[config.mk]
export PLATFORM = sky130hd
export DESIGN_NAME = gregorian_date_add_days_unit
export DESIGN_NICKNAME = d
export VERILOG_FILES = /design/src/gdad_pkg.sv /design/src/gdad_ctrl.sv /design/src/gdad_datapath.sv /design/src/gregorian_date_add_days_unit.sv
export SDC_FILE = /design/constraint.sdc
export NUM_CORES = 1
export LEC_CHECK = 0
export BUFFER_PORTS_ARGS = -buffer_cell sky130_fd_sc_hd__buf_2
export CORE_ASPECT_RATIO = 0.75
export CORE_MARGIN = 2
export CORE_UTILIZATION = 24
export CTS_CLUSTER_DIAMETER = 60
export CTS_CLUSTER_SIZE = 8
export DETAILED_ROUTE_END_ITERATION = 10
export GPL_TIMING_DRIVEN = 0
export PLACE_DENSITY = 0.41
export SETUP_SLACK_MARGIN = 0.05
export SLEW_MARGIN = 10
export SYNTH_ARGS = -nofsm -noshare
export SYNTH_HDL_FRONTEND = slang
export SYNTH_SLANG_ARGS = --single-unit
export TNS_END_PERCENT = 50
[constraint.sdc]
create_clock -name clk_i -period 5.18 [get_ports clk_i]
set_input_delay 1.036 -clock clk_i [delete_from_list [all_inputs] [get_ports clk_i]]
set_output_delay 1.036 -clock clk_i [all_outputs]
set_load 0.1 [all_outputs]
[src/gdad_pkg.sv]
// ----------------------------------------------------------------------------
// gdad_pkg
// Shared types, constants and calendar functions for the date adder.
// ----------------------------------------------------------------------------
`default_nettype none

package gdad_pkg;

  localparam int unsigned DayFieldW   = 5;
  localparam int unsigned MonthFieldW = 4;
  localparam int unsigned YearFieldW  = 12;
  localparam int unsigned SpanFieldW  = 12;
  localparam int unsigned CycleW      = 9;

  localparam logic [MonthFieldW-1:0] MonthJan = 4'd1;
  localparam logic [MonthFieldW-1:0] MonthFeb = 4'd2;
  localparam logic [MonthFieldW-1:0] MonthDec = 4'd12;

  localparam logic [CycleW-1:0] CycleLast = 9'd399;

  localparam logic [DayFieldW-1:0] LeapFebLen = 5'd29;

  localparam logic [DayFieldW-1:0] MonthLen [12] = '{
    5'd31, 5'd28, 5'd31, 5'd30, 5'd31, 5'd30,
    5'd31, 5'd31, 5'd30, 5'd31, 5'd30, 5'd31
  };

  typedef struct packed {
    logic load;
    logic step;
    logic emit;
  } gdad_cmd_t;

  typedef struct packed {
    logic more;
  } gdad_sts_t;

  // Position of the year within the 400-year Gregorian cycle.
  function automatic logic [CycleW-1:0] year_mod400(input logic [YearFieldW-1:0] year);
    logic [YearFieldW-1:0] r;
    r = year;
    if (r >= 12'd3200) r = r - 12'd3200;
    if (r >= 12'd1600) r = r - 12'd1600;
    if (r >= 12'd800)  r = r - 12'd800;
    if (r >= 12'd400)  r = r - 12'd400;
    return r[CycleW-1:0];
  endfunction

  function automatic logic is_leap(input logic [CycleW-1:0] cyc);
    return (cyc[1:0] == 2'b00) && (cyc != 9'd100) && (cyc != 9'd200) && (cyc != 9'd300);
  endfunction

  function automatic logic [DayFieldW-1:0] days_in(input logic [MonthFieldW-1:0] month,
                                                   input logic [CycleW-1:0] cyc);
    logic [MonthFieldW-1:0] idx;
    idx = month - MonthJan;
    if ((month == MonthFeb) && is_leap(cyc)) begin
      return LeapFebLen;
    end
    return (idx < 4'd12) ? MonthLen[idx] : MonthLen[0];
  endfunction

endpackage

`default_nettype wire

[src/gdad_ctrl.sv]
// ----------------------------------------------------------------------------
// gdad_ctrl
// Controller: sequences load, month stepping and result hand-off.
// ----------------------------------------------------------------------------
`default_nettype none

module gdad_ctrl (
  input  logic               clk_i,
  input  logic               rst_ni,
  input  logic               in_valid_i,
  output logic               in_ready_o,
  output logic               out_valid_o,
  input  logic               out_ready_i,
  input  gdad_pkg::gdad_sts_t sts_i,
  output gdad_pkg::gdad_cmd_t cmd_o
);
  import gdad_pkg::*;

  typedef enum logic {
    StIdle,
    StRun
  } state_e;

  state_e state_q, state_d;
  logic   out_valid_q, out_valid_d;
  logic   out_free;

  assign out_free   = !out_valid_q || out_ready_i;
  assign in_ready_o = (state_q == StIdle);

  always_comb begin
    cmd_o.load = in_valid_i && (state_q == StIdle);
    cmd_o.step = (state_q == StRun) && sts_i.more;
    cmd_o.emit = (state_q == StRun) && !sts_i.more && out_free;
  end

  always_comb begin
    state_d     = state_q;
    out_valid_d = out_valid_q && !out_ready_i;
    case (state_q)
      StIdle: begin
        if (in_valid_i) begin
          state_d = StRun;
        end
      end
      StRun: begin
        if (!sts_i.more && out_free) begin
          state_d     = StIdle;
          out_valid_d = 1'b1;
        end
      end
      default: begin
        state_d = StIdle;
      end
    endcase
  end

  always_ff @(posedge clk_i or negedge rst_ni) begin
    if (!rst_ni) begin
      state_q     <= StIdle;
      out_valid_q <= 1'b0;
    end else begin
      state_q     <= state_d;
      out_valid_q <= out_valid_d;
    end
  end

  assign out_valid_o = out_valid_q;

endmodule

`default_nettype wire

[src/gdad_datapath.sv]
// ----------------------------------------------------------------------------
// gdad_datapath
// Datapath: day accumulator, month and year counters, result register.
// ----------------------------------------------------------------------------
`default_nettype none

module gdad_datapath #(
  parameter int unsigned MAX_INTERVAL = 3650
) (
  input  logic                                clk_i,
  input  gdad_pkg::gdad_cmd_t                 cmd_i,
  output gdad_pkg::gdad_sts_t                 sts_o,
  input  logic [gdad_pkg::DayFieldW-1:0]      start_day_i,
  input  logic [gdad_pkg::MonthFieldW-1:0]    start_month_i,
  input  logic [gdad_pkg::YearFieldW-1:0]     start_year_i,
  input  logic [gdad_pkg::SpanFieldW-1:0]     interval_days_i,
  output logic [gdad_pkg::DayFieldW-1:0]      next_day_o,
  output logic [gdad_pkg::MonthFieldW-1:0]    next_month_o,
  output logic [gdad_pkg::YearFieldW-1:0]     next_year_o
);
  import gdad_pkg::*;

  localparam int unsigned DayW  = $clog2(MAX_INTERVAL + 32);
  localparam int unsigned YearW = $clog2(4096 + MAX_INTERVAL / 365 + 2);

  logic [DayW-1:0]        day_q, day_d;
  logic [MonthFieldW-1:0] month_q, month_d;
  logic [YearW-1:0]       year_q, year_d;
  logic [CycleW-1:0]      cyc_q, cyc_d;

  logic [DayFieldW-1:0]   next_day_q;
  logic [MonthFieldW-1:0] next_month_q;
  logic [YearFieldW-1:0]  next_year_q;

  logic [31:0]            span_wide;
  logic [DayW-1:0]        span;
  logic [DayW-1:0]        cur_len;
  logic [MonthFieldW-1:0] start_month;

  assign span_wide = {{(32 - SpanFieldW){1'b0}}, interval_days_i};
  assign span      = (span_wide > 32'(MAX_INTERVAL)) ? DayW'(MAX_INTERVAL)
                                                     : span_wide[DayW-1:0];

  assign start_month = ((start_month_i < MonthJan) || (start_month_i > MonthDec))
                       ? MonthJan : start_month_i;

  assign cur_len    = {{(DayW - DayFieldW){1'b0}}, days_in(month_q, cyc_q)};
  assign sts_o.more = (day_q > cur_len);

  always_comb begin
    day_d   = day_q;
    month_d = month_q;
    year_d  = year_q;
    cyc_d   = cyc_q;
    if (cmd_i.load) begin
      day_d   = {{(DayW - DayFieldW){1'b0}}, start_day_i} + span;
      month_d = start_month;
      year_d  = {{(YearW - YearFieldW){1'b0}}, start_year_i};
      cyc_d   = year_mod400(start_year_i);
    end else if (cmd_i.step) begin
      day_d = day_q - cur_len;
      if (month_q == MonthDec) begin
        month_d = MonthJan;
        year_d  = year_q + YearW'(1);
        cyc_d   = (cyc_q == CycleLast) ? '0 : cyc_q + CycleW'(1);
      end else begin
        month_d = month_q + MonthFieldW'(1);
      end
    end
  end

  always_ff @(posedge clk_i) begin
    day_q   <= day_d;
    month_q <= month_d;
    year_q  <= year_d;
    cyc_q   <= cyc_d;
    if (cmd_i.emit) begin
      next_day_q   <= day_q[DayFieldW-1:0];
      next_month_q <= month_q;
      next_year_q  <= year_q[YearFieldW-1:0];
    end
  end

  assign next_day_o   = next_day_q;
  assign next_month_o = next_month_q;
  assign next_year_o  = next_year_q;

endmodule

`default_nettype wire

[src/gregorian_date_add_days_unit.sv]
// ----------------------------------------------------------------------------
// gregorian_date_add_days_unit
// Adds an interval in days to a Gregorian date.
// ----------------------------------------------------------------------------
// A request carries a start date and an interval on a valid/ready input
// channel. The interval is saturated to MAX_INTERVAL, added to the day, and
// then one whole month is subtracted per clock cycle by the datapath until
// the day fits its month. The resulting date leaves on a valid/ready output
// channel with a registered payload.
// The time from acceptance to output valid grows with the number of
// month boundaries crossed (about 121 for an interval of 3650 days), as
// the month-stepping loop sets it; one request is in work at a time, and
// the next is accepted once the result is registered.
// While the receiver stalls, the result stays in the output register and a
// new request is still accepted and worked on; it waits at the end of its
// loop until the output register frees up. Reset clears the controller and
// the output valid flag; the block is ready for a request right after reset.
// ----------------------------------------------------------------------------
`default_nettype none

module gregorian_date_add_days_unit #(
  parameter int unsigned MAX_INTERVAL = 3650
) (
  input  logic                             clk_i,
  input  logic                             rst_ni,
  input  logic                             in_valid_i,
  output logic                             in_ready_o,
  input  logic [gdad_pkg::DayFieldW-1:0]   start_day_i,
  input  logic [gdad_pkg::MonthFieldW-1:0] start_month_i,
  input  logic [gdad_pkg::YearFieldW-1:0]  start_year_i,
  input  logic [gdad_pkg::SpanFieldW-1:0]  interval_days_i,
  output logic                             out_valid_o,
  input  logic                             out_ready_i,
  output logic [gdad_pkg::DayFieldW-1:0]   next_day_o,
  output logic [gdad_pkg::MonthFieldW-1:0] next_month_o,
  output logic [gdad_pkg::YearFieldW-1:0]  next_year_o
);
  import gdad_pkg::*;

  gdad_cmd_t cmd;
  gdad_sts_t sts;

  gdad_ctrl u_ctrl (
    .clk_i       (clk_i),
    .rst_ni      (rst_ni),
    .in_valid_i  (in_valid_i),
    .in_ready_o  (in_ready_o),
    .out_valid_o (out_valid_o),
    .out_ready_i (out_ready_i),
    .sts_i       (sts),
    .cmd_o       (cmd)
  );

  gdad_datapath #(
    .MAX_INTERVAL (MAX_INTERVAL)
  ) u_datapath (
    .clk_i           (clk_i),
    .cmd_i           (cmd),
    .sts_o           (sts),
    .start_day_i     (start_day_i),
    .start_month_i   (start_month_i),
    .start_year_i    (start_year_i),
    .interval_days_i (interval_days_i),
    .next_day_o      (next_day_o),
    .next_month_o    (next_month_o),
    .next_year_o     (next_year_o)
  );

endmodule

`default_nettype wire

=== Yosys cells after proc, flatten, opt, wreduce, memory -nomap -nowiden ===
Memory sizes are Yosys's and may differ from the RTL's.
Index checks and enable logic that the tools add are counted.

* Memories kept: 1
* Output and inout port bits: 23
* Register bits: 61
* Logic and storage cells: 91
* Bits in read-only memories: 80

* Mux-type cells: 32
* Order comparisons: 10
* Eq/ne operators: 6
* $add $sub $neg: 10
* Reductions and logical operators: 20
* Bitwise gates (word level): 2

{| class="wikitable"
|+ Memory list
! name !! depth !! bits a word !! rd ports !! clocked after memory_dff !! wr ports !! line !! RTL
|-
| (name not given) || 16 || 5 || 1 || 0 || 0 || gdad_pkg.sv:60 || <nowiki>return (idx < 4'd12) ? MonthLen[idx] : MonthLen[0];</nowiki>
|}

{| class="wikitable"
|+ Operators with widths
! operator !! number
|-
| two-way mux 12 bit || 12
|-
| two-way mux 9 bit || 5
|-
| two-way mux 5 bit || 5
|-
| two-way mux 4 bit || 4
|-
| adder 13 x 1 -> 13 bit (second input constant) || 1
|-
| adder 5 x 12 -> 12 bit || 1
|-
| >= comparator 12 x 10 -> 1 bit (second input constant) || 1
|-
| >= comparator 12 x 11 -> 1 bit (second input constant) || 1
|-
| >= comparator 12 bit (second input constant) || 1
|-
| >= comparator 12 x 9 -> 1 bit (second input constant) || 1
|-
| greater-than comparator 12 bit (second input constant) || 1
|-
| greater-than comparator 12 x 5 -> 1 bit || 1
|-
| subtractor 12 x 10 -> 12 bit (second input constant) || 1
|-
| subtractor 12 x 11 -> 12 bit (second input constant) || 1
|-
| subtractor 12 bit (second input constant) || 1
|-
| subtractor 12 x 5 -> 12 bit || 1
|-
| logical AND 1 bit || 10
|-
| adder 9 x 1 -> 9 bit (second input constant) || 1
|-
| equality test 9 bit (second input constant) || 1
|-
| != test 9 x 7 -> 1 bit (second input constant) || 1
|-
| != test 9 x 8 -> 1 bit (second input constant) || 1
|-
| != test 9 bit (second input constant) || 1
|-
| subtractor 9 bit (second input constant) || 1
|-
| >= comparator 5 bit (second input constant) || 1
|-
| 16 further kinds || 25
|}

=== Depth between registers and ports, before layout ===
* Depth in word-level cells: 12
* Mapped depth: 19
* Depth with buffers taken out: 17

=== Modules after synthesis ===
From an unflattened synthesis, not the netlist that was laid out.

* Cells, all modules: 453
* Area total of the unflattened synthesis: 4,501.8 sq um

{| class="wikitable"
|+ By module, submodules not included
! module !! area an instance (sq um) !! cells each !! times used !! sequential area each (sq um)
|-
| gdad_datapath || 4,393.0 || 442 || 1 || 1,741.7
|-
| gdad_ctrl || 108.9 || 11 || 1 || 50.0
|}

=== Least setup slack after synthesis ===
Ideal clock, no wire load.

* Kind: input to register
* Start point: input port start_year_i[7] (netlist bit)
* End point: register u_datapath.cyc_q[4], data pin
* Stages on the path: 18
* Path buffers: 2
* Arrival: 4.492 ns
* Setup time: 0.255 ns
* Slack: 0.433 ns
* Required time: 4.925 ns
* Path through: buf_2 -> o21bai_1 -> mux2_2 -> ha_1 -> and4_1 -> a221oi_2 -> buf_4 -> xnor2_1 -> ha_1 -> and4_4 -> o221a_4 -> nor2_4 -> xnor2_1 -> ha_1 -> nand2_1 -> a311oi_4 -> o21ai_0 -> a31o_1

* Cells in the longest elaborated chain, start to end: 12
* Elaborated cells between the ends (all ways): 16
* Those cells by class: add/sub: 4; order compare: 4; mux: 8

{| class="wikitable"
|+ RTL lines
! what !! line !! RTL
|-
| start: declaration || gregorian_date_add_days_unit.sv:30 || <nowiki>input logic [gdad_pkg::YearFieldW-1:0] start_year_i,</nowiki>
|-
| subtractor 12 bit / >= comparator 12 bit (equally long branches) || gdad_pkg.sv:42 || <nowiki>if (r >= 12'd3200) r = r - 12'd3200;</nowiki>
|-
| two-way mux 12 bit * || gdad_pkg.sv:42 ||
|-
| two-way mux 12 bit * || gdad_datapath.sv:55 || <nowiki>if (cmd_i.load) begin</nowiki>
|-
| subtractor 12 x 11 -> 12 bit / >= comparator 12 x 11 -> 1 bit (equally long branches) || gdad_pkg.sv:43 || <nowiki>if (r >= 12'd1600) r = r - 12'd1600;</nowiki>
|-
| two-way mux 12 bit * || gdad_pkg.sv:43 ||
|-
| two-way mux 12 bit * || gdad_datapath.sv:55 ||
|-
| subtractor 12 x 10 -> 12 bit / >= comparator 12 x 10 -> 1 bit (equally long branches) || gdad_pkg.sv:44 || <nowiki>if (r >= 12'd800) r = r - 12'd800;</nowiki>
|-
| two-way mux 12 bit * || gdad_pkg.sv:44 ||
|-
| two-way mux 12 bit * || gdad_datapath.sv:55 ||
|-
| >= comparator 12 x 9 -> 1 bit / subtractor 9 bit (equally long branches) || gdad_pkg.sv:45 || <nowiki>if (r >= 12'd400) r = r - 12'd400;</nowiki>
|-
| two-way mux 9 bit * || gdad_pkg.sv:45 ||
|-
| two-way mux 9 bit * || gdad_datapath.sv:55 ||
|-
| named net u_datapath.cyc_d[4] || gdad_datapath.sv:29 || <nowiki>logic [CycleW-1:0] cyc_q, cyc_d;</nowiki>
|-
| end signal: assignment || gdad_datapath.sv:76 || <nowiki>cyc_q <= cyc_d;</nowiki>
|-
| end: declaration || gdad_datapath.sv:29 ||
|}

Mark *: on every way through the listed nets, which the timed path passes. The rest lies on a longest branch. The select of a mux whose other input is x is not followed.
A chain may end at the register's enable or synchronous reset.

=== Worst setup path in the final report ===
* Start point: input port start_year_i[11] (netlist bit)
* End point: register u_datapath.cyc_q[4], data pin

Same word-level chain as after synthesis.

==> flow_summary_export.csv <==
group,metric,value,unit
outcome,status,"completed",
synthesis,synth_edf_count,58,
sta,rsz0062_at_grt,"no",
synthesis,synthSimpleGateAreaFrac,0.1933,
synthesis,synth_area,4267,um^2
grt,grt_max_degree,18,
synthesis,ys_types,81,
sta,relSlewSlack,0.6042,
clock_tree,clockBufferDepth,2,
sta,whs,0.4497,ns
grt,antenna_found_initial,0,
critical_path,crit_path_max_fanout,10,
layout,antenna_cells,0,
min_path,hold_class,"register to register",
synthesis,async_reset_ff_frac,0.03333,
grt,grt_use_met2,0.1617,
layout,nFillCells,1901,
detailed_routing,vias,3375,
critical_path,worstPathRequired,5.27,ns
placed_design,hpwlAfterDp,8.145,mm
layout,fin_nets,557,
grt,grt_first_pass_wirelength,16.82,mm
detailed_routing,drt_iter0_markers,148,
critical_path,endpoint_kind,"register",
synthesis,ys_seq_area_frac,0.4199,
synthesis,synth_seq_cells,60,
synthesis,yosysWarnings,0,
pwr,p_leak,1.980,nW
sta,hold_violations,0,
floorplan,core,17550,um^2
grt,overflow,0,
floorplan,io_pins,60,
detailed_routing,drc_errors,0,
synthesis,synth_ff_type,"edfxtp_1",
detailed_routing,drt_first_pass_iters,4,
critical_path,critPathArrivalTime,4.97,ns
sta,tightest_slew,0.5938,ns
synthesis,syn_nets,488,
synthesis,synth_compound_area_frac,0.1595,
synthesis,synth-xor-area-share,0.09619,
pwr,power,2.204,mW
clock_tree,clkLatencyLatePin,0.34,ns
clock_tree,cts.sinks,60,
sta,fin_skew,0.007552,ns
pwr,ir_drop,0.0001505,V
floorplan,die_h,119.5,um
floorplan,chipWidth,158.0,um
critical_path,crit_path_start_kind,"input port",
pwr,intPower,1.415,mW
clock_tree,hold_buffers,0,
pwr,p_comb_frac,0.353,
grt,top_usage_layer,"met1",
sta,period_needed,4.871,ns
sta,drv_slew,0,
grt,grtUsageMet3,0.02984,
detailed_routing,wl_per_cell,14.27,um
detailed_routing,post_drt_via_cell_ratio,4.536,
pwr,power.share.sequential,0.372,
grt,globalRouteTotalUtil,0.1162,
synthesis,synth_top_family_by_area,"simple AND/OR/NAND/NOR gates",
floorplan,die-area,18870,um^2
floorplan,fp-row-count,42,
sta,fmax,205.3,MHz
grt,met1_usage,0.1729,
clock_tree,h-tree-depth,3,
pwr,p_per_area,425.0,nW/um^2
pwr,clkPwrFrac,0.275,
synthesis,muxShareOfSynthArea,0.02170,
layout,drive_gt1_frac,0.2052,
run,drv_cap,0,
sta,period_share,0.9404,
placed_design,place.gp.congestion,0.7682,
critical_path,path_class,"input port to register",
floorplan,start_util,0.2431,
detailed_routing,wl,10.61,mm
clock_tree,cts_tree,"built",
clock_tree,clockRootBuffer,"clkbuf_16",
pwr,p_switching,788.9,uW
synthesis,syn_area_per_cell,9.969,um^2
placed_design,io_buffers,56,
sta,setup_viol,0,
detailed_routing,drtAntennaViolNets,0,
clock_tree,path_clk_slew,0.05,ns
synthesis,synth-adder-area-share,0.07097,
clock_tree,cts_buffers,9,
synthesis,netlist_instances,428,
grt,grt_pass1_vias,3123,
layout,area_growth,21.52,%
pwr,swShare,0.3580,
## cell type report
type | count | area [um^2] | area share
plain buffers | 16 | 88.84 | 0.01713
clock buffers | 9 | 225.2 | 0.04344
clock inverters | 7 | 75.07 | 0.01448
inverters | 20 | 75.07 | 0.01448
multi-input cells | 332 | 2323 | 0.4481
flip-flops and latches | 60 | 1792 | 0.3456
well taps | 242 | 302.8 | 0.05840
repair buffers | 58 | 302.8 | 0.05840
## kinds of logic (layout without fill, tap and decap cells)
kind of cell / count (synthesis) / after routing
XOR/XNOR: 46 / 46
multiplexers: 8 / 8
adder cells (fa/ha/maj): 23 / 23
AND/OR/NAND/NOR: 160 / 160
flip-flops: 60 / 60
buffers and inverters: 36 / 110
AO/OA/AOI/OAI: 95 / 95
## timing repair
action                     4_1_cts  5_1_grt
gates resized for setup          0        2
setup endpoints to repair        0       21
setup buffers                    0        0
## sequential cells by signal, summed over array words and instances, names as in the netlist
register and count:
u_datapath.next_day_o 5, u_datapath.month_q 4, u_ctrl.state_q 1, u_datapath.day_q 12
u_datapath.year_q 12, u_datapath.next_month_o 4, u_datapath.next_year_o 12, u_datapath.cyc_q 9
u_ctrl.out_valid_o 1
## cells in the final DEF, fill, tap and decap left out, drive strengths merged, types with 5 or more instances in the layout
master / instances
inv: 21
xor2: 18
and2: 5
nand2b: 8
a21o: 6
nor4: 7
clkbuf: 16
clkinv: 5
nand2: 46
edfxtp: 58
buf: 67
nor2b: 10
o21ai: 29
ha: 21
nor3: 6
a21oi: 20
nand3: 17
xnor2: 28
nor2: 32
and3: 6
## synthesized netlist by cell type (2+ instances only)
cell type	count	area share
o21ai_0	24	0.028
nand2b_1	8	0.012
dfrtp_1	2	0.012
nor2b_1	10	0.015
o31ai_1	2	0.0035
o21ai_1	4	0.0047
mux2_2	2	0.0053
nor2_1	31	0.027
a31oi_1	3	0.0044
a21o_1	5	0.0088
nor4b_1	2	0.0041
xnor2_1	28	0.057
and2_1	5	0.0073
nor3_1	6	0.0070
ha_1	21	0.062
clkbuf_1	7	0.0062
or3_1	3	0.0044
nor4_1	6	0.0088
fa_1	2	0.0094
a22o_1	3	0.0062
xor2_1	17	0.035
mux2i_1	3	0.0070
inv_1	19	0.017
nor3b_1	2	0.0035
o22ai_1	4	0.0059
or4_1	3	0.0053
and3_1	6	0.0088
buf_1	3	0.0026
buf_6	3	0.0079
a21oi_1	19	0.022
buf_2	2	0.0023
and4_1	2	0.0041
nand4_1	4	0.0059
nand2_1	46	0.040
o21bai_1	2	0.0035
nand3b_1	2	0.0035
nand3_1	16	0.019
edfxtp_1	58	0.41
## per-stage QoR
stage | instance area (um^2) | worst slack [ns] | instances | util | TNS [ns]
after floorplan | 4267 | 0.4331 | 428 | - | 0
after CTS | 5179 | 0.05353 | 744 | 0.2951 | 0
after global placement | 4850 | -0.5461 | 726 | 0.2763 | -11.63
after global routing | 5185 | 0.05567 | 744 | 0.2954 | 0
after detailed placement | 4878 | -0.03672 | 728 | 0.2779 | -0.05783
final | 5185 | 0.3089 | 744 | 0.2954 | 0
## final timing paths
path                                       endpoint  depth (start not counted)  slack (ns)             startpoint
setup / recovery                u_datapath.cyc_q[4]                         19        0.31       start_year_i[11]
hold / removal             u_datapath.next_day_o[0]                          0        0.45    u_datapath.day_q[0]
setup reg to reg                u_datapath.cyc_q[3]                         15        0.65  u_datapath.month_q[0]
hold reg to reg            u_datapath.next_day_o[0]                          0        0.45    u_datapath.day_q[0]
max in group asynchronous        u_ctrl.out_valid_o                          1        4.61                 rst_ni
min in group asynchronous            u_ctrl.state_q                          1        0.47                 rst_ni
## worst max-delay path, stage by stage
cell and delay (ns):
buf_2 0.11, and2_1 0.17, mux2_2 0.39, ha_1 0.26, nor2b_1 0.17, a21boi_1 0.17, a221oi_2 0.06, buf_4 0.19
xnor2_1 0.36, ha_1 0.23, and4_4 0.22, o221a_4 0.22, nor2_4 0.06, xnor2_1 0.24, ha_1 0.19, nand2_1 0.09
a311oi_4 0.42, o21ai_0 0.13, a31o_1 0.23
## routing by layer
metal | part of all wire | wire, um
met5 | 0 | 0
met4 | 0.012 | 125
met3 | 0.044 | 470
met2 | 0.42 | 4416
met1 | 0.53 | 5601
## power groups by stage
| stage | Sequential, mW | Combinational (mW) | Clock, mW |
|---|---|---|---|
| 6_report | 0.821 | 0.777 | 0.606 |
| 5_1_grt | 0.839 | 0.878 | 0.639 |
| 4_1_cts | 0.822 | 0.779 | 0.622 |
| 3_5_place_dp | 0.830 | 0.773 | 0 |
| 3_3_place_gp | 0.831 | 0.751 | 0 |
| 2_1_floorplan | 0.847 | 0.558 | 0 |
(Power assumes the default switching activity.)
